==> src/rtl/btu_pkg.sv <==
package btu_pkg;

   // Command codes
   typedef enum logic [1:0] {
      CMD_SINE   = 2'd0,
      CMD_COSINE = 2'd1,
      CMD_ATAN   = 2'd2
   } cmd_type;

   // How the octant angle of an arctangent item is found
   typedef enum logic [1:0] {
      PHI_NONE   = 2'd0,   // no angle: sine, cosine, origin, unused command
      PHI_ZERO   = 2'd1,   // point on an axis
      PHI_EIGHTH = 2'd2,   // point on a diagonal
      PHI_CORDIC = 2'd3    // iterate
   } phi_mode_type;

   localparam int CORDIC_STEPS = 24;
   localparam int COORD_W      = 32;
   localparam int COORD_SHIFT  = 28;
   localparam int CW           = 62;   // CORDIC x/y width, holds 1.65*sqrt(2)*2^59
   localparam int ZW           = 33;   // angle accumulator width
   localparam int ATAN_W       = 30;
   localparam int TRIG_W       = 11;
   localparam int ANGLE_W      = 8;
   localparam int FRAC_BITS    = 24;

   localparam logic [ATAN_W-1:0] EIGHTH_TURN  = 30'h2000_0000;
   localparam logic [ATAN_W:0]   QUARTER_TURN = 31'h4000_0000;
   localparam logic [ATAN_W+1:0] HALF_TURN    = 32'h8000_0000;

   localparam int QUEUE_DEPTH = 4;
   localparam int QUEUE_PTR_W = $clog2(QUEUE_DEPTH);
   localparam int QUEUE_CNT_W = $clog2(QUEUE_DEPTH + 1);

   // trunc(512*sin(k*pi/128)), k = 0..64
   localparam logic [9:0] SINE_QUARTER [65] = '{
        10'd0,  10'd12,  10'd25,  10'd37,  10'd50,  10'd62,  10'd75,  10'd87,
       10'd99, 10'd112, 10'd124, 10'd136, 10'd148, 10'd160, 10'd172, 10'd184,
      10'd195, 10'd207, 10'd218, 10'd230, 10'd241, 10'd252, 10'd263, 10'd273,
      10'd284, 10'd294, 10'd304, 10'd314, 10'd324, 10'd334, 10'd343, 10'd353,
      10'd362, 10'd370, 10'd379, 10'd387, 10'd395, 10'd403, 10'd411, 10'd418,
      10'd425, 10'd432, 10'd439, 10'd445, 10'd451, 10'd457, 10'd462, 10'd468,
      10'd473, 10'd477, 10'd482, 10'd486, 10'd489, 10'd493, 10'd496, 10'd499,
      10'd502, 10'd504, 10'd506, 10'd508, 10'd509, 10'd510, 10'd511, 10'd511,
      10'd512
   };

   // atan(2^-i) in 2^-32 turn
   localparam logic [ATAN_W-1:0] ATAN_STEP [32] = '{
      30'h20000000, 30'h12E4051D, 30'h09FB385B, 30'h051111D4, 30'h028B0D43,
      30'h0145D7E1, 30'h00A2F61E, 30'h00517C55, 30'h0028BE53, 30'h00145F2E,
      30'h000A2F98, 30'h000517CC, 30'h00028BE6, 30'h000145F3, 30'h0000A2F9,
      30'h0000517C, 30'h000028BE, 30'h0000145F, 30'h00000A2F, 30'h00000517,
      30'h0000028B, 30'h00000145, 30'h000000A2, 30'h00000051, 30'h00000028,
      30'h00000014, 30'h0000000A, 30'h00000005, 30'h00000002, 30'h00000001,
      30'h00000000, 30'h00000000
   };

   // Item handed from the front to the back through the queue
   typedef struct packed {
      phi_mode_type        mode;
      logic                swapped;
      logic                u_neg;
      logic                v_neg;
      logic [TRIG_W-1:0]   trig;
      logic [COORD_W-1:0]  a;
      logic [COORD_W-1:0]  b;
   } entry_type;

   // Side information that travels along the CORDIC stages
   typedef struct packed {
      phi_mode_type        mode;
      logic                swapped;
      logic                u_neg;
      logic                v_neg;
      logic [TRIG_W-1:0]   trig;
   } ctl_type;

   // Sine of a binary angle times 512, from the quarter-wave table
   function automatic logic [TRIG_W-1:0] sine_of(input logic [ANGLE_W-1:0] k);
      logic [1:0]  quad;
      logic [5:0]  r;
      logic [9:0]  mag;
      logic [6:0]  mirror;
      quad   = k[7:6];
      r      = k[5:0];
      mirror = 7'd64 - {1'b0, r};
      mag    = quad[0] ? SINE_QUARTER[mirror] : SINE_QUARTER[{1'b0, r}];
      return quad[1] ? -{1'b0, mag} : {1'b0, mag};
   endfunction

endpackage

==> src/rtl/btu_queue.sv <==
module btu_queue (
   input  logic                  clock,
   input  logic                  reset,
   input  logic                  push,
   input  btu_pkg::entry_type    push_entry,
   input  logic                  pop,
   output logic                  full,
   output logic                  empty,
   output btu_pkg::entry_type    head
);

   btu_pkg::entry_type                   mem_ff [btu_pkg::QUEUE_DEPTH];
   logic [btu_pkg::QUEUE_PTR_W-1:0]      wr_ptr_ff;
   logic [btu_pkg::QUEUE_PTR_W-1:0]      rd_ptr_ff;
   logic [btu_pkg::QUEUE_CNT_W-1:0]      count_ff;
   logic [btu_pkg::QUEUE_PTR_W-1:0]      wr_ptr_in;
   logic [btu_pkg::QUEUE_PTR_W-1:0]      rd_ptr_in;
   logic [btu_pkg::QUEUE_CNT_W-1:0]      count_in;
   logic                                 do_push;
   logic                                 do_pop;

   assign full    = count_ff == btu_pkg::QUEUE_CNT_W'(btu_pkg::QUEUE_DEPTH);
   assign empty   = count_ff == '0;
   assign do_push = push && !full;
   assign do_pop  = pop && !empty;
   assign head    = mem_ff[rd_ptr_ff];

   // Advance pointers and fill count
   always_comb begin
      wr_ptr_in = do_push ? wr_ptr_ff + 1'b1 : wr_ptr_ff;
      rd_ptr_in = do_pop  ? rd_ptr_ff + 1'b1 : rd_ptr_ff;
      count_in  = count_ff
                + btu_pkg::QUEUE_CNT_W'(do_push)
                - btu_pkg::QUEUE_CNT_W'(do_pop);
   end

   always_ff @(posedge clock) begin
      if (reset) begin
         wr_ptr_ff <= '0;
         rd_ptr_ff <= '0;
         count_ff  <= '0;
      end else begin
         wr_ptr_ff <= wr_ptr_in;
         rd_ptr_ff <= rd_ptr_in;
         count_ff  <= count_in;
      end
   end

   always_ff @(posedge clock) begin
      if (do_push) begin
         mem_ff[wr_ptr_ff] <= push_entry;
      end
   end

endmodule

==> config.mk <==
export PLATFORM = sky130hd
export DESIGN_NAME = btu_queue
export DESIGN_NICKNAME = d
export VERILOG_FILES = /design/src/rtl/btu_pkg.sv /design/src/rtl/btu_queue.sv
export SDC_FILE = /design/constraint.sdc
export NUM_CORES = 1
export LEC_CHECK = 0
export ABC_AREA = 1
export BUFFER_PORTS_ARGS = -buffer_cell sky130_fd_sc_hd__buf_2
export CORE_ASPECT_RATIO = 0.7
export CORE_MARGIN = 2
export CORE_UTILIZATION = 55
export DETAILED_ROUTE_END_ITERATION = 12
export GPL_TIMING_DRIVEN = 0
export PLACE_DENSITY = 0.77
export SYNTH_ARGS = -nofsm -noshare
export SYNTH_HDL_FRONTEND = slang
export SYNTH_SLANG_ARGS = --single-unit
==> constraint.sdc <==
create_clock -name clock -period 5.25 [get_ports clock]
set_input_delay 0.525 -clock clock [delete_from_list [all_inputs] [get_ports clock]]
set_output_delay 0.525 -clock clock [all_outputs]
set_load 0.01 [all_outputs]
# Yosys cells after proc, flatten, opt, wreduce, memory -nomap -nowiden
# Memory sizes are Yosys's and may differ from the RTL's. A register that Yosys moved wholly into a read port is not among the register bits.
# Index checks and enable logic that the tools add are counted.
# classes
muxes,4
magnitude_cmp,0
mul,0
bitwise,0
n_addsub,4
reduce_logical,5
div_mod_pow,0
n_eq_ne,1
n_shift,0
# ops
op,count
adder 2 x 1 -> 2 bit (second input constant),2
two-way mux 2 bit,2
adder 3 x 1 -> 3 bit,1
== test 3 bit (second input constant),1
logical NOT 3 bit,1
subtractor 3 x 1 -> 3 bit,1
logical AND 1 bit,2
logical NOT 1 bit,2
two-way mux 1 bit,2
# totals
latchBits,0
elab_cells,18
out_inout_bits,82
ramBits,320
rom_bits,0
in_bits,84
ff_bits,7
memories,1
# mem_list
name,words,width,read_ports,rd_ports_with_merged_regs,write_ports,line_no,source
mem_ff,4,80,1,1,1,btu_queue.sv:12,btu_pkg::entry_type mem_ff [btu_pkg::QUEUE_DEPTH];

# Longest topological paths before layout
# depth
ltp_word,5
ltp_mapped,11
mapped_depth_nobuf,11

# Worst setup path after synthesis
# No wires, ideal clock.
# synth_timing
path_type,register to register
from,register count_ff[1] (netlist name)
to,"memory mem_ff[0][0] (netlist name), enable pin"
setup_ps,519
path_buffers,0
slack_ps,739
path_stages_with_launch,5
synth_period_minus_slack_ps,4511
required_ps,4731
arrival_time_ps,3992
path_cell_list,dfxtp_1 -> nor2_1 -> nand2_1 -> nand2_1 -> nor2_1
# synth_via
elab_chain_cells,5
# synth_rtl
element,line_no,source
"start, declared",btu_queue.sv:15,logic [btu_pkg::QUEUE_CNT_W-1:0] count_ff;
"start signal, assigned",btu_queue.sv:45,count_ff <= count_in;
== test 3 bit,btu_queue.sv:22,assign full = count_ff == btu_pkg::QUEUE_CNT_W'(btu_pkg::QUEUE_DEPTH);
logical NOT 1 bit,btu_queue.sv:24,assign do_push = push && !full;
logical AND 1 bit,btu_queue.sv:24,
two-way mux 1 bit,btu_queue.sv:50,if (do_push) begin
two-way mux 1 bit (implied by the code),btu_queue.sv:51,mem_ff[wr_ptr_ff] <= push_entry;
"end, declared",btu_queue.sv:12,
# No other way between the ends.

==> flow_summary.yaml <==
status:
  outcome: "finished, final reports clean"
detailed_routing:
  drtPass1Iterations: 7
  drt-vias-per-instance: 5.662
  ant_nets: 0
  drt-total-wl_mm: 26.87
  highest_layer: "met5"
  routed-wl-met3_mm: 2.340
  initialDrtViolationCount: 692
  dr_wl_met2_mm: 12.21
  vias: 7695
  drc: 0
  wl_met1_mm: 11.62
  wire_per_inst_um: 19.77
global_route:
  grtUsageTotal: 0.2264
  antenna_found_initial: 7
  grt_max_degree: 31
  grt_first_pass_wirelength_mm: 40.61
  grt_pass1_vias: 7334
  grt-ovfl-total: 0
timing:
  setup_viol: 0
  period_share: 0.5758
  setup_ws_ns: 2.227
  fmax_ghz: 0.3308
  hold_violations: 0
  grt_setup_unrepaired: "no"
  relSlewSlack: 0.4349
  drv_slew: 0
  max_slew.worst_pin.slew_ns: 0.8457
  clock_skew_ns: 0.007626
  min_period_ns: 3.023
  setup_tns_ns: 0
final_layout:
  regArea_um2: 9789
  fin_util: 0.6741
  fin_cells: 1359
  syn2layout_area_growth_pct: 19.65
  nNetsFinal: 1143
  multi_input_area_um2: 2170
  fillCellCount: 1559
  layout-drive-gt1-share: 0.2209
clock_tree:
  cts_resized: 0
  clock-sinks: 329
  clk-insertion-delay-late_ns: 0.54
  cts_root_buffer: "clkbuf_16"
  cts_max_level: 1
  tritoncts: "built"
  cts_hold_buf: 0
  clk_pin_slew_ns: 0.06
  cts_buffer_depth: 3
  postCtsSetupBuffers: 0
  cts_buffers: 31
yosys:
  yosysSeqAreaShare: 0.7954
  synth_top_area_frac: 0.7807
  synthFlopType: "edfxtp_1"
  synth.net_count: 934
  synthesis.area_um2: 12310
  synthTopCellsByCount: "edfxtp_1 (320), nor2_1 (174), o21ai_0 (150)"
  synthDistinctLibCells: 18
  avgSynthCellArea_um2: 14.60
  yosys.area.top_type: "edfxtp_1"
  yosysWarnings: 0
  synth-seq-cells: 329
  async_flop_share: 0
  post-synth-top-count-cell: "edfxtp_1"
  synth_cells: 843
  synth_edf_count: 320
  synthTopCellsByArea: "edfxtp_1 (78%), o21ai_0 (6.1%), nor2_1 (5.3%)"
pwr:
  p_total_mw: 7.142
  p_per_area_nw_per_um2: 485.0
  p_leak_nw: 5.199
  ir_worst_vdd_mv: 0.4104
die:
  fp.dieH_um: 129.2
  initial_core_util: 0.5634
  die_area_um2: 23610
  io_pins: 166
  die_w_um: 182.8
  core_um2: 21850
  row_count: 45
worst_setup_path:
  max_stage_delay_ns: 0.40
  worst-r2r-setup-slack_ns: 2.99
  cp_common_cell: "buf_2"
  reg2reg_depth: 5
  worstPathCellList: "buf_2 > inv_1 > clkbuf_1 > o21ai_0 > o22ai_1 > buf_2"
  critPathRequiredTime_ns: 4.72
  cp_top_family: "buffers and inverters"
  r2r-start: "count_ff[1]$_SDFF_PP0_"
  crit_path_end: "head[51]"
  crit_type: "reg2out"
  crit_buf_inv: 4
  cp.depth: 6
  end_kind: "output pin"
  critPathArrivalTime_ns: 2.50
  worstSetupStartpointType: "flip-flop"
  cp_max_fo: 10
  r2r_end: "mem_ff[2][24]$_DFFE_PP_"
  crit_slowest_cell: "clkbuf_1"
placed_design:
  dp.cells: 1301
  post-place-ws_ns: 2.796
  place_congestion: 0.7468
  portBuffers: 165
  dp_hpwl_mm: 16.60
job:
  maxCapViolations: 0
worst_hold_path:
  min_path_type: "in2reg"
worst register-to-register path, delay by kind of cell (launching register included):
family	cells	cell delay (ns)
AND/OR/NAND/NOR	4	1.26
buffers and inverters	1	0.30
flip-flops	1	0.36
worst min path at each step:
stage                                 to  cells after the start  slack (ns)                       from
5_1_grt           count_ff[0]$_SDFF_PP0_                      2        0.16                      reset
4_1_cts           count_ff[0]$_SDFF_PP0_                      2        0.15                      reset
2_1_floorplan                  flip-flop                      2        0.45  rd_ptr_ff[0]$_SDFFE_PP0P_
3_3_place_gp   rd_ptr_ff[0]$_SDFFE_PP0P_                      2        0.46  rd_ptr_ff[0]$_SDFFE_PP0P_
3_5_place_dp   rd_ptr_ff[0]$_SDFFE_PP0P_                      2        0.48  rd_ptr_ff[0]$_SDFFE_PP0P_
6_report          count_ff[0]$_SDFF_PP0_                      2        0.17                      reset
final cells by class:
class / count / share of cell area
Inverter: 20 / 0.005438
Multi-Input combinational cell: 442 / 0.1473
Buffer: 52 / 0.02031
Clock inverter: 10 / 0.008496
Antenna cell: 4 / 0.0006797
Tap cell: 282 / 0.02396
Clock buffer: 44 / 0.05803
Timing Repair Buffer: 176 / 0.07103
Sequential cell: 329 / 0.6647
power breakdown:
group | switching (mW) | leakage, nW | internal [mW]
clock network | 0.886 | 0.477 | 1.27
logic | 1.14 | 1.72 | 0.588
registers | 0.0628 | 3.00 | 3.19
through the flow:
stage                     cell area, um2  hold slack, ns
after floorplan                    12310          0.4481
after global routing               14720          0.1551
after CTS                          14720          0.1455
final                              14730          0.1665
after global placement             13490          0.4632
after detailed placement           13740          0.4785
cells by family (layout without fill, tap and decap cells):
group / after synthesis / after routing / share of synthesized area
adder cells (fa/ha/maj): 7 / 7 / 0.007726
AO/OA/AOI/OAI: 245 / 245 / 0.1078
AND/OR/NAND/NOR: 190 / 190 / 0.05835
buffers and inverters: 72 / 302 / 0.03080
flip-flops: 329 / 329 / 0.7954
other: 0 / 4 / 0
flip-flops by register name, summed over array words and instances (netlist names), named ones only:
register and count:
count_ff 3, mem_ff 320, rd_ptr_ff 2, wr_ptr_ff 2
cell usage in the layout, fill, tap and decap left out, drive strengths merged:
| cell | n |
|---|---|
| edfxtp | 320 |
| nand3 | 4 |
| clkinvlp | 1 |
| a21oi | 5 |
| diode | 4 |
| bufinv | 3 |
| nand2 | 12 |
| fa | 1 |
| o22ai | 80 |
| o21ai | 160 |
| ha | 6 |
| nor2 | 174 |
| buf | 190 |
| clkinv | 6 |
| clkbuf | 82 |
| dfxtp | 9 |
| inv | 20 |
metal layers:
metal / vias to the layer above / GRT usage
met2: 332 / 0.3605
li1: 3593 / -
met1: 3711 / 0.3194
met3: 53 / 0.05537
met5: - / 0
met4: 6 / 0.06071
(Power assumes the default switching activity.)
