## src/rtl/btu_pkg.sv

```systemverilog
package btu_pkg;

   // Command codes
   typedef enum logic [1:0] {
      CMD_SINE   = 2'd0,
      CMD_COSINE = 2'd1,
      CMD_ATAN   = 2'd2
   } cmd_type;

   // How the octant angle of an arctangent item is found
   typedef enum logic [1:0] {
      PHI_NONE   = 2'd0,   // no angle: sine, cosine, origin, unused command
      PHI_ZERO   = 2'd1,   // point on an axis
      PHI_EIGHTH = 2'd2,   // point on a diagonal
      PHI_CORDIC = 2'd3    // iterate
   } phi_mode_type;

   localparam int CORDIC_STEPS = 24;
   localparam int COORD_W      = 32;
   localparam int COORD_SHIFT  = 28;
   localparam int CW           = 62;   // CORDIC x/y width, holds 1.65*sqrt(2)*2^59
   localparam int ZW           = 33;   // angle accumulator width
   localparam int ATAN_W       = 30;
   localparam int TRIG_W       = 11;
   localparam int ANGLE_W      = 8;
   localparam int FRAC_BITS    = 24;

   localparam logic [ATAN_W-1:0] EIGHTH_TURN  = 30'h2000_0000;
   localparam logic [ATAN_W:0]   QUARTER_TURN = 31'h4000_0000;
   localparam logic [ATAN_W+1:0] HALF_TURN    = 32'h8000_0000;

   localparam int QUEUE_DEPTH = 4;
   localparam int QUEUE_PTR_W = $clog2(QUEUE_DEPTH);
   localparam int QUEUE_CNT_W = $clog2(QUEUE_DEPTH + 1);

   // trunc(512*sin(k*pi/128)), k = 0..64
   localparam logic [9:0] SINE_QUARTER [65] = '{
        10'd0,  10'd12,  10'd25,  10'd37,  10'd50,  10'd62,  10'd75,  10'd87,
       10'd99, 10'd112, 10'd124, 10'd136, 10'd148, 10'd160, 10'd172, 10'd184,
      10'd195, 10'd207, 10'd218, 10'd230, 10'd241, 10'd252, 10'd263, 10'd273,
      10'd284, 10'd294, 10'd304, 10'd314, 10'd324, 10'd334, 10'd343, 10'd353,
      10'd362, 10'd370, 10'd379, 10'd387, 10'd395, 10'd403, 10'd411, 10'd418,
      10'd425, 10'd432, 10'd439, 10'd445, 10'd451, 10'd457, 10'd462, 10'd468,
      10'd473, 10'd477, 10'd482, 10'd486, 10'd489, 10'd493, 10'd496, 10'd499,
      10'd502, 10'd504, 10'd506, 10'd508, 10'd509, 10'd510, 10'd511, 10'd511,
      10'd512
   };

   // atan(2^-i) in 2^-32 turn
   localparam logic [ATAN_W-1:0] ATAN_STEP [32] = '{
      30'h20000000, 30'h12E4051D, 30'h09FB385B, 30'h051111D4, 30'h028B0D43,
      30'h0145D7E1, 30'h00A2F61E, 30'h00517C55, 30'h0028BE53, 30'h00145F2E,
      30'h000A2F98, 30'h000517CC, 30'h00028BE6, 30'h000145F3, 30'h0000A2F9,
      30'h0000517C, 30'h000028BE, 30'h0000145F, 30'h00000A2F, 30'h00000517,
      30'h0000028B, 30'h00000145, 30'h000000A2, 30'h00000051, 30'h00000028,
      30'h00000014, 30'h0000000A, 30'h00000005, 30'h00000002, 30'h00000001,
      30'h00000000, 30'h00000000
   };

   // Item handed from the front to the back through the queue
   typedef struct packed {
      phi_mode_type        mode;
      logic                swapped;
      logic                u_neg;
      logic                v_neg;
      logic [TRIG_W-1:0]   trig;
      logic [COORD_W-1:0]  a;
      logic [COORD_W-1:0]  b;
   } entry_type;

   // Side information that travels along the CORDIC stages
   typedef struct packed {
      phi_mode_type        mode;
      logic                swapped;
      logic                u_neg;
      logic                v_neg;
      logic [TRIG_W-1:0]   trig;
   } ctl_type;

   // Sine of a binary angle times 512, from the quarter-wave table
   function automatic logic [TRIG_W-1:0] sine_of(input logic [ANGLE_W-1:0] k);
      logic [1:0]  quad;
      logic [5:0]  r;
      logic [9:0]  mag;
      logic [6:0]  mirror;
      quad   = k[7:6];
      r      = k[5:0];
      mirror = 7'd64 - {1'b0, r};
      mag    = quad[0] ? SINE_QUARTER[mirror] : SINE_QUARTER[{1'b0, r}];
      return quad[1] ? -{1'b0, mag} : {1'b0, mag};
   endfunction

endpackage

```

## src/rtl/btu_front.sv

```systemverilog
module btu_front (
   input  logic                                  clock,
   input  logic                                  reset,
   input  logic                                  start,
   output logic                                  busy,
   input  logic [1:0]                            req_cmd,
   input  logic [btu_pkg::ANGLE_W-1:0]           req_angle_in,
   input  logic signed [btu_pkg::COORD_W-1:0]    req_x_in,
   input  logic signed [btu_pkg::COORD_W-1:0]    req_y_in,
   input  logic                                  queue_full,
   output logic                                  push,
   output btu_pkg::entry_type                    push_entry
);

   logic                   front_valid_ff;
   logic                   front_valid_in;
   btu_pkg::entry_type     entry_ff;
   btu_pkg::entry_type     entry_in;
   logic                   advance;
   logic                   accept;
   logic [btu_pkg::COORD_W-1:0] ax;
   logic [btu_pkg::COORD_W-1:0] ay;
   logic                   swap;

   // Take a new item whenever the holding register is free or draining
   assign advance    = !front_valid_ff || !queue_full;
   assign accept     = start && advance;
   assign busy       = !advance;
   assign push       = front_valid_ff && !queue_full;
   assign push_entry = entry_ff;

   // Magnitudes of the negated point, larger one first
   assign ax   = req_x_in[btu_pkg::COORD_W-1] ? (~req_x_in + 1'b1) : req_x_in;
   assign ay   = req_y_in[btu_pkg::COORD_W-1] ? (~req_y_in + 1'b1) : req_y_in;
   assign swap = ay > ax;

   // Classify the item
   always_comb begin
      entry_in         = '0;
      entry_in.mode    = btu_pkg::PHI_NONE;
      entry_in.a       = swap ? ay : ax;
      entry_in.b       = swap ? ax : ay;
      entry_in.swapped = swap;
      entry_in.u_neg   = !req_x_in[btu_pkg::COORD_W-1] && (req_x_in != '0);
      entry_in.v_neg   = !req_y_in[btu_pkg::COORD_W-1] && (req_y_in != '0);
      case (req_cmd)
         btu_pkg::CMD_SINE: begin
            entry_in.trig = btu_pkg::sine_of(req_angle_in);
         end
         btu_pkg::CMD_COSINE: begin
            entry_in.trig = btu_pkg::sine_of(req_angle_in + 8'd64);
         end
         btu_pkg::CMD_ATAN: begin
            if (entry_in.a == '0) begin
               entry_in.mode = btu_pkg::PHI_NONE;
            end else if (entry_in.b == '0) begin
               entry_in.mode = btu_pkg::PHI_ZERO;
            end else if (entry_in.b == entry_in.a) begin
               entry_in.mode = btu_pkg::PHI_EIGHTH;
            end else begin
               entry_in.mode = btu_pkg::PHI_CORDIC;
            end
         end
         default: begin
            entry_in.mode = btu_pkg::PHI_NONE;
         end
      endcase
   end

   // Hold the item until the queue takes it
   always_comb begin
      if (accept) begin
         front_valid_in = 1'b1;
      end else if (push) begin
         front_valid_in = 1'b0;
      end else begin
         front_valid_in = front_valid_ff;
      end
   end

   always_ff @(posedge clock) begin
      if (reset) begin
         front_valid_ff <= 1'b0;
      end else begin
         front_valid_ff <= front_valid_in;
      end
   end

   always_ff @(posedge clock) begin
      if (accept) begin
         entry_ff <= entry_in;
      end
   end

endmodule

```

## config.mk

```make
export PLATFORM = sky130hd
export DESIGN_NAME = btu_front
export DESIGN_NICKNAME = d
export VERILOG_FILES = /design/src/rtl/btu_pkg.sv /design/src/rtl/btu_front.sv
export SDC_FILE = /design/constraint.sdc
export NUM_CORES = 1
export LEC_CHECK = 0
export BUFFER_PORTS_ARGS = -buffer_cell sky130_fd_sc_hd__buf_2
export CORE_ASPECT_RATIO = 1.5
export CORE_UTILIZATION = 52
export CTS_CLUSTER_SIZE = 28
export DETAILED_ROUTE_END_ITERATION = 10
export GPL_TIMING_DRIVEN = 1
export MAX_ROUTING_LAYER = met4
export PLACE_DENSITY = 0.85
export SYNTH_ARGS = -nofsm -noshare
export SYNTH_HDL_FRONTEND = slang
export SYNTH_SLANG_ARGS = --single-unit
```

## constraint.sdc

```tcl
create_clock -name clock -period 4.85 [get_ports clock]
set_input_delay 0.2425 -clock clock [delete_from_list [all_inputs] [get_ports clock]]
set_output_delay 0.2425 -clock clock [all_outputs]
set_load 0.05 [all_outputs]
```

Yosys cells after proc, flatten, opt, wreduce, memory -nomap -nowiden
Memories as Yosys holds them, arrays and structs flattened.
Cells that the tools add are included.

word-level totals
  output and inout port bits = 82
  register bits after elaboration = 81
  ROM bits = 5120
  memories kept = 4
  logic and storage cells = 74

memory list
  memory            depth  width  read ports  clocked after Yosys merged registers in  wr ports  line           RTL
  (name not given)  128    10     1           0                                        0         btu_pkg.sv:89  mag = quad[0] ? SINE_QUARTER[mirror] : SINE_QUARTER[{1'b0, r}];
  (name not given)  128    10     1           0                                        0         btu_pkg.sv:89
  (name not given)  128    10     1           0                                        0         btu_pkg.sv:89
  (name not given)  128    10     1           0                                        0         btu_pkg.sv:89

cells by class
  equality and inequality tests = 3
  mux-type cells = 21
  $lt $le $gt $ge = 5
  reduce and logical (&&, ||, !) cells = 18
  bitwise logic cells = 7
  add/subtract/negate cells = 7

operator list
  operator                 count
  $mux W32                 4
  $mux W10                 10
  $add A32 B1 Y32 const B  2
  $logic_not A32 Y1        2
  $not A32 Y32             2
  $reduce_bool A32 Y1      2
  $eq A32 B32 Y1           1
  $ge A8 B8 Y1 const B     4
  $gt A32 B32 Y1           1
  $mux W11                 2
  $neg A10 Y11             2
  $pmux W11 S2             1
  $not A6 Y8               2
  $not A7 Y8               2
  $sub A7 B6 Y7 const A    2
  $add A8 B7 Y8 const B    1
  $logic_not A1 Y1         5
  $logic_and A1 B1 Y1      4
  $mux W1                  4
  $reduce_or A3 Y1         1
  $eq A2 B1 Y1 const B     1
  $eq A2 B2 Y1 const B     1
  $logic_not A2 Y1         1
  $reduce_bool A2 Y1       1
  3 further kinds          3

Depth between registers and ports, before layout
Gate-level depths: netlist of the first run.

  word-level depth = 10
  mapped depth = 21
  gate-level depth less buffers = 19

Worst setup path before layout of the first run
OpenSTA, ideal clock, no wires.

  path type = flip-flop to flip-flop
  start = reg front_valid_ff
  end = reg entry_ff, in the netlist push_entry[0] (enable)
  setup slack = 0.122 ns
  setup time = 0.527 ns
  required time = 4.323 ns
  clock period less this slack = 4.728 ns
  cell stages (with the launch flop) = 3
  arrival = 4.202 ns
  path through = dfxtp_1 -> and2_1 -> nor2b_1

on the way
  longest elaborated chain between the ends = 3

ends and longest elaborated chain
  what                      line             RTL
  start: declaration        btu_front.sv:15  logic front_valid_ff;
  start signal: assignment  btu_front.sv:85  front_valid_ff <= front_valid_in;
  $logic_not A1 Y1          btu_front.sv:26  assign advance = !front_valid_ff || !queue_full;
  $logic_or A1 B1 Y1        btu_front.sv:26
  $logic_and A1 B1 Y1       btu_front.sv:27  assign accept = start && advance;
  named net accept          btu_front.sv:20  logic accept;
  end signal: assignment    btu_front.sv:91  entry_ff <= entry_in;
  end: declaration          btu_front.sv:17  btu_pkg::entry_type entry_ff;

The timed path passes the listed nets, and every way through them passes these cells.
A chain may end at the register's enable or synchronous reset.

==> results of run 1 <==
metrics by stage:
stage / setup slack, ns / total power [uW] / hold slack, ns / instances / area, um2
2_1_floorplan: 0.122 / 1890 / 0.315 / 930 / 8060
3_3_place_gp: 0.334 / 2220 / 0.400 / 1277 / 9270
3_5_place_dp: 0.103 / 2250 / 0.404 / 1277 / 9270
5_1_grt: 0.195 / 3060 / 0.0508 / 1295 / 9560
6_report: 0.398 / 2940 / 0.0417 / 1295 / 9560
4_1_cts: 0.444 / 2920 / 0.0455 / 1293 / 9550
metal layers:
metal | up-vias | share of wire [%] | GRT usage (%)
li1 | 3802 | - | -
met1 | 3763 | 35 | 32.8
met2 | 451 | 51 | 57.3
met3 | 119 | 8.1 | 6.78
met4 | 0 | 5.5 | 18.0
met5 | - | 0 | -
registers in the layout (all words and copies together) (netlist names):
signal,flops
push_entry,80
front_valid_ff,1
Yosys cell counts (6+ instances only):
cell / number
nor2b_1: 21
clkbuf_1: 42
nand3_1: 18
nand4_1: 15
ha_1: 48
o22ai_1: 8
nor4_1: 11
buf_2: 9
o41ai_1: 7
nor3_1: 23
nand2b_1: 10
a22oi_1: 9
edfxtp_1: 80
and3_1: 6
inv_1: 45
xor2_1: 54
mux2i_1: 61
nor2_1: 69
a21oi_1: 55
o21ai_0: 66
a21o_1: 6
or3_1: 13
o31ai_1: 21
or4_1: 11
a31oi_1: 11
a211oi_1: 9
xnor2_1: 32
nand2_1: 63
o21a_1: 7
worst register-to-register path, stage by stage, from the launching register on:
cell and delay [ns]:
dfxtp_1 0.30, and2_1 0.17, nor2b_4 0.61, buf_4 0.69
report_power, final:
part / switching, uW / total (uW) / internal, uW
combinational: 895 / 1330 / 436
sequential: 29.3 / 930 / 901
clock: 278 / 676 / 398
total: 1200 / 2940 / 1730
worst max path at each step:
stage / cells past startpoint / from / end / slack, ns
global route: 17 / req_x_in[14] / push_entry[24]$_DFFE_PP_ / 0.20
finish: 17 / req_x_in[14] / push_entry[24]$_DFFE_PP_ / 0.40
detailed placement: 17 / req_x_in[14] / push_entry[78]$_SDFFCE_PP0P_ / 0.10
CTS: 17 / req_x_in[14] / push_entry[78]$_SDFFCE_PP0P_ / 0.44
global placement: 17 / req_x_in[14] / push_entry[78]$_SDFFCE_PP0P_ / 0.33
floorplan: 2 / front_valid_ff$_SDFFE_PP0P_ / push_entry[0]$_DFFE_PP_ / 0.12
cells by family (layout without fill, tap and decap cells):
group	count (synthesis)	after routing	share of synthesized area, %
AO/OA/AOI/OAI	251	251	20.5
XOR/XNOR	86	86	9.34
adder cells (fa/ha/maj)	49	49	7.57
buffers and inverters	108	272	5.31
flip-flops	81	81	30.0
multiplexers	66	66	8.46
other	0	2	0
AND/OR/NAND/NOR	289	289	18.8
cell type report:
cell class                      count  area, um2  area share (%)
Multi-Input combinational cell    741       5220            54.6
Sequential cell                    81       2420            25.3
Timing Repair Buffer              205       1180            12.3
Tap cell                          199        249            2.60
Clock buffer                       11        233            2.43
Inverter                           51        191            2.00
Clock inverter                      5       56.3           0.589
Antenna cell                        2       5.00          0.0524
==> reports/qor.yml, run 1 <==
worst_setup_path:
  cp_max_fo: 25
  cp_slowest_stage_delay_ns: 0.63
  crit_chain: "buf_2, or4_1, or3_1, or4_1, o41ai_1, xor2_1, ha_1, nand4_1, nor3_1, inv_1, o21ai_0, nor4_1, and3_1, nor2_4, buf_12, buf_12, mux2i_1"
  cpLargestDelayFamily: "simple AND/OR/NAND/NOR gates"
  end_kind: "register"
  start_kind: "input port"
  reg2regPathDepth: 3
  arrival_ns: 4.63
  r2r-end: "push_entry[32]$_DFFE_PP_"
  cp.required_ns: 5.03
  critical_path.slowest_cell: "or4_1"
  r2r-start: "front_valid_ff$_SDFFE_PP0P_"
  critPathKind: "in2reg"
  rrSetupSlack_ns: 2.66
  critPathBufInv: 4
die:
  core_um2: 15100
  die-area_um2: 16000
  die_y_um: 154
  dieWidth_um: 104
  core.rowCount: 55
  initial_core_util_pct: 53.2
  io_pins: 160
pwr:
  p_leak_uw: 0.00396
  max-vdd-ir-drop_mv: 0.198
  p_per_area_nw_per_um2: 307
clocking:
  cts_tree: "yes"
  cts_buffer_depth: 2
  clk_latency_ns: 0.35
  h-tree-depth: 3
  clkSlewWorstSetupHoldPaths_ns: 0.06
  clockRootBuffer: "clkbuf_16"
  cts_made_buffers: 9
  clock-sinks: 81
  cts_setup_buffers: 0
  postCtsHoldBufs: 0
  ctsResizeCount: 0
grt:
  antenna_found_initial: 2
  grt_pass1_vias: 7757
  grt_max_degree: 57
  overflow: 0
  grt_pass1_wl_mm: 39.6
  grt_usage_pct: 32.1
logic_synthesis:
  synth_area_leaders: "edfxtp_1 30%, mux2i_1 7.6%, ha_1 7.4%"
  syn_area_um2: 8060
  syn_inst: 930
  synth-edff-count: 80
  ys_warn_count: 0
  yosysSeqAreaShare_pct: 30.0
  synth_nets: 1056
  async_reset_ff_share_pct: 0
  synth_seq_cells: 81
  yosysTopAreaCellShare_pct: 29.8
  ys.flop_type: "edfxtp_1"
  syn_area_per_cell_um2: 8.67
  synth.largest_area_cell: "edfxtp_1"
  synthDistinctLibCells: 78
detailed_routing:
  postRouteAntennaNets: 0
  dr.pass1.iters: 7
  vias: 8135
  drc: 0
  drtIter0Drc: 632
  wl_per_cell_um: 19.5
  avgViaCountPerCell: 6.28
  wirelength_mm: 25.2
min_path:
  hold_depth: 2
  min-delay-start: "reset"
  min_to: "front_valid_ff$_SDFFE_PP0P_"
  hp-class: "in2reg"
finish:
  drive_above_1_share_pct: 22.3
  fin_nets: 1215
  syn_to_final_growth_pct: 18.6
  mostFrequentLayoutCells: "159 x buf_2, 80 x edfxtp_1, 69 x nor2_1, 66 x o21ai_0, 63 x nand2_1"
  utilization_pct: 63.1
  layout_commonest_cell: "buf_2"
  fill_cells: 1293
placement:
  port_buffers: 159
  gp_congestion: 1.01
  dp_hpwl_mm: 19.3
timing:
  max-slew-margin-rel_pct: 42.2
  finalHoldViolCount: 0
  timing.fmax_ghz: 0.225
  rsz0062_at_grt: "no"
  period_share_pct: 91.8
  maxSlewViolCount: 0
  skew_ns: 0.00874
  max_slew.worst_pin.slew_ns: 0.856
  setup_viol: 0
  setup-tns-final_ns: 0
  period_needed_ns: 4.45
job:
  maxCapViolations: 0
outcome:
  status: "completed"
Note: power is estimated with default switching activity, not from simulation.
==> run 2: changes to the inputs <==
--- a/config.mk
+++ b/config.mk
@@ -5,6 +5,7 @@
 export SDC_FILE = /design/constraint.sdc
 export NUM_CORES = 1
 export LEC_CHECK = 0
+export ABC_AREA = 1
 export BUFFER_PORTS_ARGS = -buffer_cell sky130_fd_sc_hd__buf_2
 export CORE_ASPECT_RATIO = 1.5
 export CORE_UTILIZATION = 52
@@ -12,7 +13,7 @@
 export DETAILED_ROUTE_END_ITERATION = 10
 export GPL_TIMING_DRIVEN = 1
 export MAX_ROUTING_LAYER = met4
-export PLACE_DENSITY = 0.85
+export PLACE_DENSITY = 0.84
 export SYNTH_ARGS = -nofsm -noshare
 export SYNTH_HDL_FRONTEND = slang
 export SYNTH_SLANG_ARGS = --single-unit
==> run 2 against run 1 <==
Net effect: sequential power shrank 0.4%; clock power grew 9.0%; cell count grew 32%; via count grew 16%; hold slack gained 0.0066 ns; global-route usage grew 0.29 points.
==> reports/qor.yml, run 2 <==
logic_synthesis:
  async_reset_ff_share_pct: 0  # unchanged
  synth-edff-count: 80  # unchanged
  synth.largest_area_cell: "edfxtp_1"
  synthXorXnorAreaFrac_pct: 5.64  # -3.7 points
  synth-simple-area-share_pct: 33.2  # +14 points
  synth-compound-area-share_pct: 14.2  # -6.2 points
  synth_seq_cells: 81  # unchanged
  synth_top_family_by_area: "simple AND/OR/NAND/NOR gates"
  ys.flop_type: "edfxtp_1"
  syn_area_per_cell_um2: 6.44  # -26%
  yosysSeqAreaShare_pct: 27.9  # -2.2 points
  synth_mux_area_share_pct: 0  # -8.5 points
  yosysMostFrequentCell: "nand2_1"
  synthDistinctLibCells: 53  # -32%
  synthTopCellsByCount: "374 x nand2_1, 209 x inv_1, 131 x nor2_1"
  syn_area_um2: 8690  # +7.8%
  ys_warn_count: 0  # unchanged
  syn_inst: 1350  # +45%
  synthAdderAreaFrac_pct: 6.91  # -0.66 points
  synth_area_leaders: "edfxtp_1 28%, nand2_1 16%, inv_1 9.0%"
  synth_nets: 1476  # +40%
  yosysTopAreaCellShare_pct: 27.6  # -2.2 points
timing:
  period_needed_ns: 4.45  # -0.00565 ns
  setup_viol: 0  # unchanged
  rsz0062_at_grt: "no"
  max_slew.worst_pin.slew_ns: 0.812  # -0.0443 ns
  timing.fmax_ghz: 0.225  # +0.13%
  finalHoldViolCount: 0  # unchanged
  max-slew-margin-rel_pct: 45.7  # +3.5 points
  period_share_pct: 91.7  # -0.12 points
  setup-tns-final_ns: 0  # unchanged
  whs_ns: 0.0482  # +0.00655 ns
  maxSlewViolCount: 0  # unchanged
  skew_ns: 0.0152  # +0.00650 ns
pwr:
  p_per_area_nw_per_um2: 299  # -2.6%
  seqPwrFrac_pct: 30.9  # -0.8 points
  total_power_uw: 3000  # +2.0%
  max-vdd-ir-drop_mv: 0.179  # -9.3%
  p_switching_uw: 1290  # +6.9%
  intPower_uw: 1710  # -1.4%
  p_clk_share_pct: 24.6  # +1.6 points
  switching_share_pct: 42.9  # +2.0 points
  pwr-share-comb_pct: 44.5  # -0.8 points
  p_leak_uw: 0.00502  # +27%
worst_setup_path:
  path_common_cell: "nand2_1"
  critical_path.slowest_cell: "ha_1"
  critPathKind: "in2reg"
  cp_max_fo: 41  # +64%
  cp.required_ns: 4.94  # -0.09 ns
  cp_slowest_stage_delay_ns: 0.28  # -0.35 ns
  arrival_ns: 4.54  # -0.09 ns
  start_kind: "input port"
  end_kind: "register"
clocking:
  clk_latency_ns: 0.34  # about the same
  h-tree-depth: 3  # unchanged
  cts_made_buffers: 9  # unchanged
  ctsResizeCount: 0  # unchanged
  postCtsHoldBufs: 0  # unchanged
  cts_setup_buffers: 0  # unchanged
  clkSlewWorstSetupHoldPaths_ns: 0.07  # about the same
  clockRootBuffer: "clkbuf_16"
  cts_buffer_depth: 2  # unchanged
  clock-sinks: 81  # unchanged
  cts_tree: "yes"
job:
  maxCapViolations: 0  # unchanged
finish:
  utilization_pct: 61.5  # -1.6 points
  syn_to_final_growth_pct: 15.2
  largest_register_ffs: 80  # unchanged
  fin_nets: 1621  # +33%
  drive_above_1_share_pct: 15.7  # -6.6 points
  layout_commonest_cell: "nand2_1"
  mostFrequentLayoutCells: "374 x nand2_1, 209 x inv_1, 159 x buf_2, 129 x nor2_1, 105 x o21ai_0"
  fin_cells: 1706  # +32%
  diodes: 0  # -2
placement:
  dp_hpwl_mm: 21.9  # +13%
  gp_congestion: 1.02  # +1.1%
  port_buffers: 159  # unchanged
  placedCellCount: 1690  # +32%
detailed_routing:
  wl_per_cell_um: 15.7  # -20%
  drc: 0  # unchanged
  vias: 9423  # +16%
  wirelength_mm: 26.7  # +5.9%
  avgViaCountPerCell: 5.52  # -12%
  postRouteAntennaNets: 0  # unchanged
  dr.pass1.iters: 5  # -2
  drtIter0Drc: 684  # +8.2%
grt:
  antenna_found_initial: 0  # -2
  grt_pass1_vias: 9018  # +16%
  grt_usage_pct: 32.4  # +0.29 points
  grt_pass1_wl_mm: 42.5  # +7.4%
  grt_max_degree: 54  # -5.3%
  overflow: 0  # unchanged
die:
  die-area_um2: 17200  # +7.7%
  die_y_um: 160  # +3.8%
  dieWidth_um: 108  # +3.8%
  core.rowCount: 57  # +3.6%
  io_pins: 160  # unchanged
  core_um2: 16300  # +7.4%
  initial_core_util_pct: 53.4  # +0.19 points
min_path:
  hp-class: "in2reg"
outcome:
  status: "completed"
-- run 2: cell count changes in the layout (fill, tap and decap cells not counted), moves of 18 or more --
cell	delta
nand3_1	+65
o21ai_0	+39
o31ai_1	-19
buf_4	-22
o21ai_1	+18
nor2b_1	-20
inv_1	+164
nor2_1	+60
mux2i_1	-61
nand2_1	+311
xnor2_1	-23
-- run 2: path summary, 6_finish.rpt --
kind | start | to | slack, ns | depth (start not counted)
setup / recovery | req_y_in[0] | push_entry[78]$_SDFFCE_PP0P_ | 0.40 | 31
hold / removal | reset | front_valid_ff$_SDFFE_PP0P_ | 0.05 | 2
setup reg to reg | front_valid_ff$_SDFFE_PP0P_ | push_entry[6]$_DFFE_PP_ | 2.71 | 4
hold reg to reg | front_valid_ff$_SDFFE_PP0P_ | front_valid_ff$_SDFFE_PP0P_ | 0.48 | 2
-- run 2: metrics by stage --
stage	setup WS, ns	instance area [um2]
floorplan	0.343	8690
global placement	0.0240	9670
detailed placement	-0.0536	9670
CTS	0.301	10000
global route	0.00465	10000
finish	0.404	10000
-- run 2: layout make-up --
cell class,instances,area [um2]
clock buffer,9,225
timing repair buffer,180,953
sequential,81,2420
tap,206,258
fill,1548,6250
inverter,219,822
clock inverter,7,101
multi-input combinational,1004,5230
-- run 2: power groups by stage --
stage	clock network (uW)	registers (uW)	logic (uW)
finish	737	926	1330
global route	765	933	1460
CTS	743	926	1320
detailed placement	0	941	1310
global placement	0	941	1290
floorplan	0	1240	686
-- run 2: layer usage --
layer	GRT usage, %	wire, um
met5	-	0
met1	34.0	10000
met2	57.8	13700
met4	19.7	1710
met3	2.96	1310
-- run 2: worst max-delay path: cells and delay by family --
kind / cells / cell delay, ns
AND/OR/NAND/NOR: 21 / 2.61
AO/OA/AOI/OAI: 1 / 0.21
buffers and inverters: 6 / 0.70
XOR/XNOR: 1 / 0.25
adder cells (fa/ha/maj): 2 / 0.48
-- run 2: kinds of logic after synthesis --
logic type                 Yosys count
DFF                                 81
xor gates and xnor gates            56
and+or+nand+nor                    678
adders and majority gates           48
AOI/OAI and AO/OA                  222
buffers and inverters              265
==> run 3: changes to the inputs <==
--- a/config.mk
+++ b/config.mk
@@ -8,6 +8,7 @@
 export ABC_AREA = 1
 export BUFFER_PORTS_ARGS = -buffer_cell sky130_fd_sc_hd__buf_2
 export CORE_ASPECT_RATIO = 1.5
+export CORE_MARGIN = 4
 export CORE_UTILIZATION = 52
 export CTS_CLUSTER_SIZE = 28
 export DETAILED_ROUTE_END_ITERATION = 10
==> run 3 against run 2 <==
Net effect: clock skew down 0.0014 ns; critical path type unchanged; via count down 0.37%; sequential share of layout area up 0.20 points; first-iteration DRC count up 32%.
==> reports/qor.yml, run 3 (same netlist as run 2, synthesis figures left out) <==
outcome:
  status: "completed"
pwr:
  max-vdd-ir-drop_mv: 0.176  # -1.9%
  pwr-share-comb_pct: 45.8  # +1.3 points
  p_leak_uw: 0.00496  # -1.2%
  seqPwrFrac_pct: 32.3  # +1.4 points
  switching_share_pct: 44.3  # +1.4 points
  p_switching_uw: 1270  # -0.95%
  p_clk_share_pct: 21.9  # -2.7 points
  intPower_uw: 1600  # -6.5%
  p_per_area_nw_per_um2: 289  # -3.3%
detailed_routing:
  met2_length_mm: 13.1  # -4.2%
  drtIter0Drc: 906  # +32%
  postRouteAntennaNets: 0  # unchanged
  wl_per_cell_um: 15.2  # -2.7%
  dr.pass1.iters: 6  # +1
  highest_layer: "met4"
  wl_met1_mm: 9.98  # -0.53%
  drc: 0  # unchanged
  wirelength_mm: 25.9  # -3.0%
  avgViaCountPerCell: 5.52  # about the same
  vias: 9388  # -0.37%
  wl_met3_mm: 1.41  # +7.4%
grt:
  grt_pass1_vias: 8661  # -4.0%
  antenna_found_initial: 0  # unchanged
  grt_max_degree: 55  # +1.9%
  grt_pass1_wl_mm: 41.4  # -2.7%
  grt_usage_pct: 27.8  # -4.7 points
  overflow: 0  # unchanged
worst_setup_path:
  start_kind: "input port"
  cp.required_ns: 4.93  # about the same
  path_common_cell: "nand2_1"
  cp_slowest_stage_delay_ns: 0.40  # +0.12 ns
  critPathKind: "in2reg"
  cp_max_fo: 54  # +32%
  arrival_ns: 4.55  # about the same
  critical_path.slowest_cell: "nor3_1"
  end_kind: "register"
finish:
  regArea_um2: 2420  # unchanged
  utilization_pct: 60.8  # -0.78 points
  layout_commonest_cell: "nand2_1"
  syn_to_final_growth_pct: 14.2
  fill_cells: 1578  # +1.9%
  multi_input_area_um2: 5220  # about the same
  diodes: 0  # unchanged
  largest_register_ffs: 80  # unchanged
  mostFrequentLayoutCells: "374 x nand2_1, 209 x inv_1, 159 x buf_2, 130 x nor2_1, 105 x o21ai_0"
  fin_nets: 1615  # -0.37%
  drive_above_1_share_pct: 15.2  # -0.47 points
die:
  die_y_um: 166  # +3.7%
  io_pins: 160  # unchanged
  die-area_um2: 18900  # +9.5%
  dieWidth_um: 114  # +5.6%
  core_um2: 16300  # +0.44%
  core.rowCount: 57  # unchanged
  initial_core_util_pct: 53.2  # -0.23 points
timing:
  finalHoldViolCount: 0  # unchanged
  whs_ns: 0.0558  # +0.00760 ns
  maxSlewViolCount: 0  # unchanged
  max_slew.worst_pin.slew_ns: 0.803  # -0.00950 ns
  skew_ns: 0.0138  # -0.00140 ns
  setup_viol: 0  # unchanged
  rsz0062_at_grt: "no"
  timing.fmax_ghz: 0.224  # -0.41%
  setup-tns-final_ns: 0  # unchanged
  max-slew-margin-rel_pct: 46.4  # +0.63 points
  period_needed_ns: 4.46  # +0.0181 ns
  period_share_pct: 92.0  # +0.37 points
clocking:
  h-tree-depth: 3  # unchanged
  cts_setup_buffers: 0  # unchanged
  ctsResizeCount: 0  # unchanged
  cts_tree: "yes"
  clkSlewWorstSetupHoldPaths_ns: 0.07  # about the same
  clockRootBuffer: "clkbuf_16"
  cts_made_buffers: 9  # unchanged
  clock-sinks: 81  # unchanged
  postCtsHoldBufs: 0  # unchanged
  cts_buffer_depth: 2  # unchanged
  clk_latency_ns: 0.33  # about the same
job:
  maxCapViolations: 0  # unchanged
min_path:
  hp-class: "in2reg"
placement:
  gp_congestion: 1.00  # -1.5%
  dp_hpwl_mm: 21.7  # -0.85%
  port_buffers: 159  # unchanged
## run 3: stage by stage
stage                     instance area, um2  instances  total power, uW  setup slack [ns]
after floorplan                         8690       1350             1920             0.343
after global placement                  9640       1684             2220             0.255
after detailed placement                9640       1684             2240             0.157
after CTS                               9920       1700             2870             0.469
after global routing                    9920       1700             3060            0.0262
final                                   9920       1700             2870             0.386
## run 3: power by group through the flow
| stage | sequential, uW | clock, uW | combinational (uW) |
|---|---|---|---|
| after global routing | 935 | 674 | 1450 |
| after global placement | 942 | 0 | 1280 |
| after floorplan | 1240 | 0 | 686 |
| after CTS | 929 | 638 | 1300 |
| final | 928 | 631 | 1310 |
| after detailed placement | 944 | 0 | 1300 |
## run 3: worst paths after layout
path / to / slack (ns) / from / cells after the start
min: front_valid_ff$_SDFFE_PP0P_ / 0.06 / reset / 2
max reg2reg: push_entry[41]$_DFFE_PP_ / 2.72 / front_valid_ff$_SDFFE_PP0P_ / 4
max: push_entry[78]$_SDFFCE_PP0P_ / 0.39 / req_x_in[13] / 29
min reg2reg: front_valid_ff$_SDFFE_PP0P_ / 0.48 / front_valid_ff$_SDFFE_PP0P_ / 2
## run 3: area by class of cell
cell class                      count  area share [%]
Clock buffer                        9            2.27
Clock inverter                      7           0.542
Inverter                          219            8.28
Multi-Input combinational cell   1004            52.6
Sequential cell                    81            24.4
Tap cell                          206            2.60
Timing Repair Buffer              174            9.28
## run 3: critical path, delay by kind of cell
family / cells / cell delay, ns
and+or+nand+nor: 22 / 2.88
adders and majority gates: 1 / 0.38
AOI/OAI and AO/OA: 2 / 0.50
buffers and inverters: 3 / 0.40
xor gates and xnor gates: 1 / 0.13
## run 3: metal layers
metal	global-route usage, %	vias up
met1	31.0	4243
li1	-	4675
met4	14.1	0
met2	48.5	379
met5	-	-
met3	2.77	91
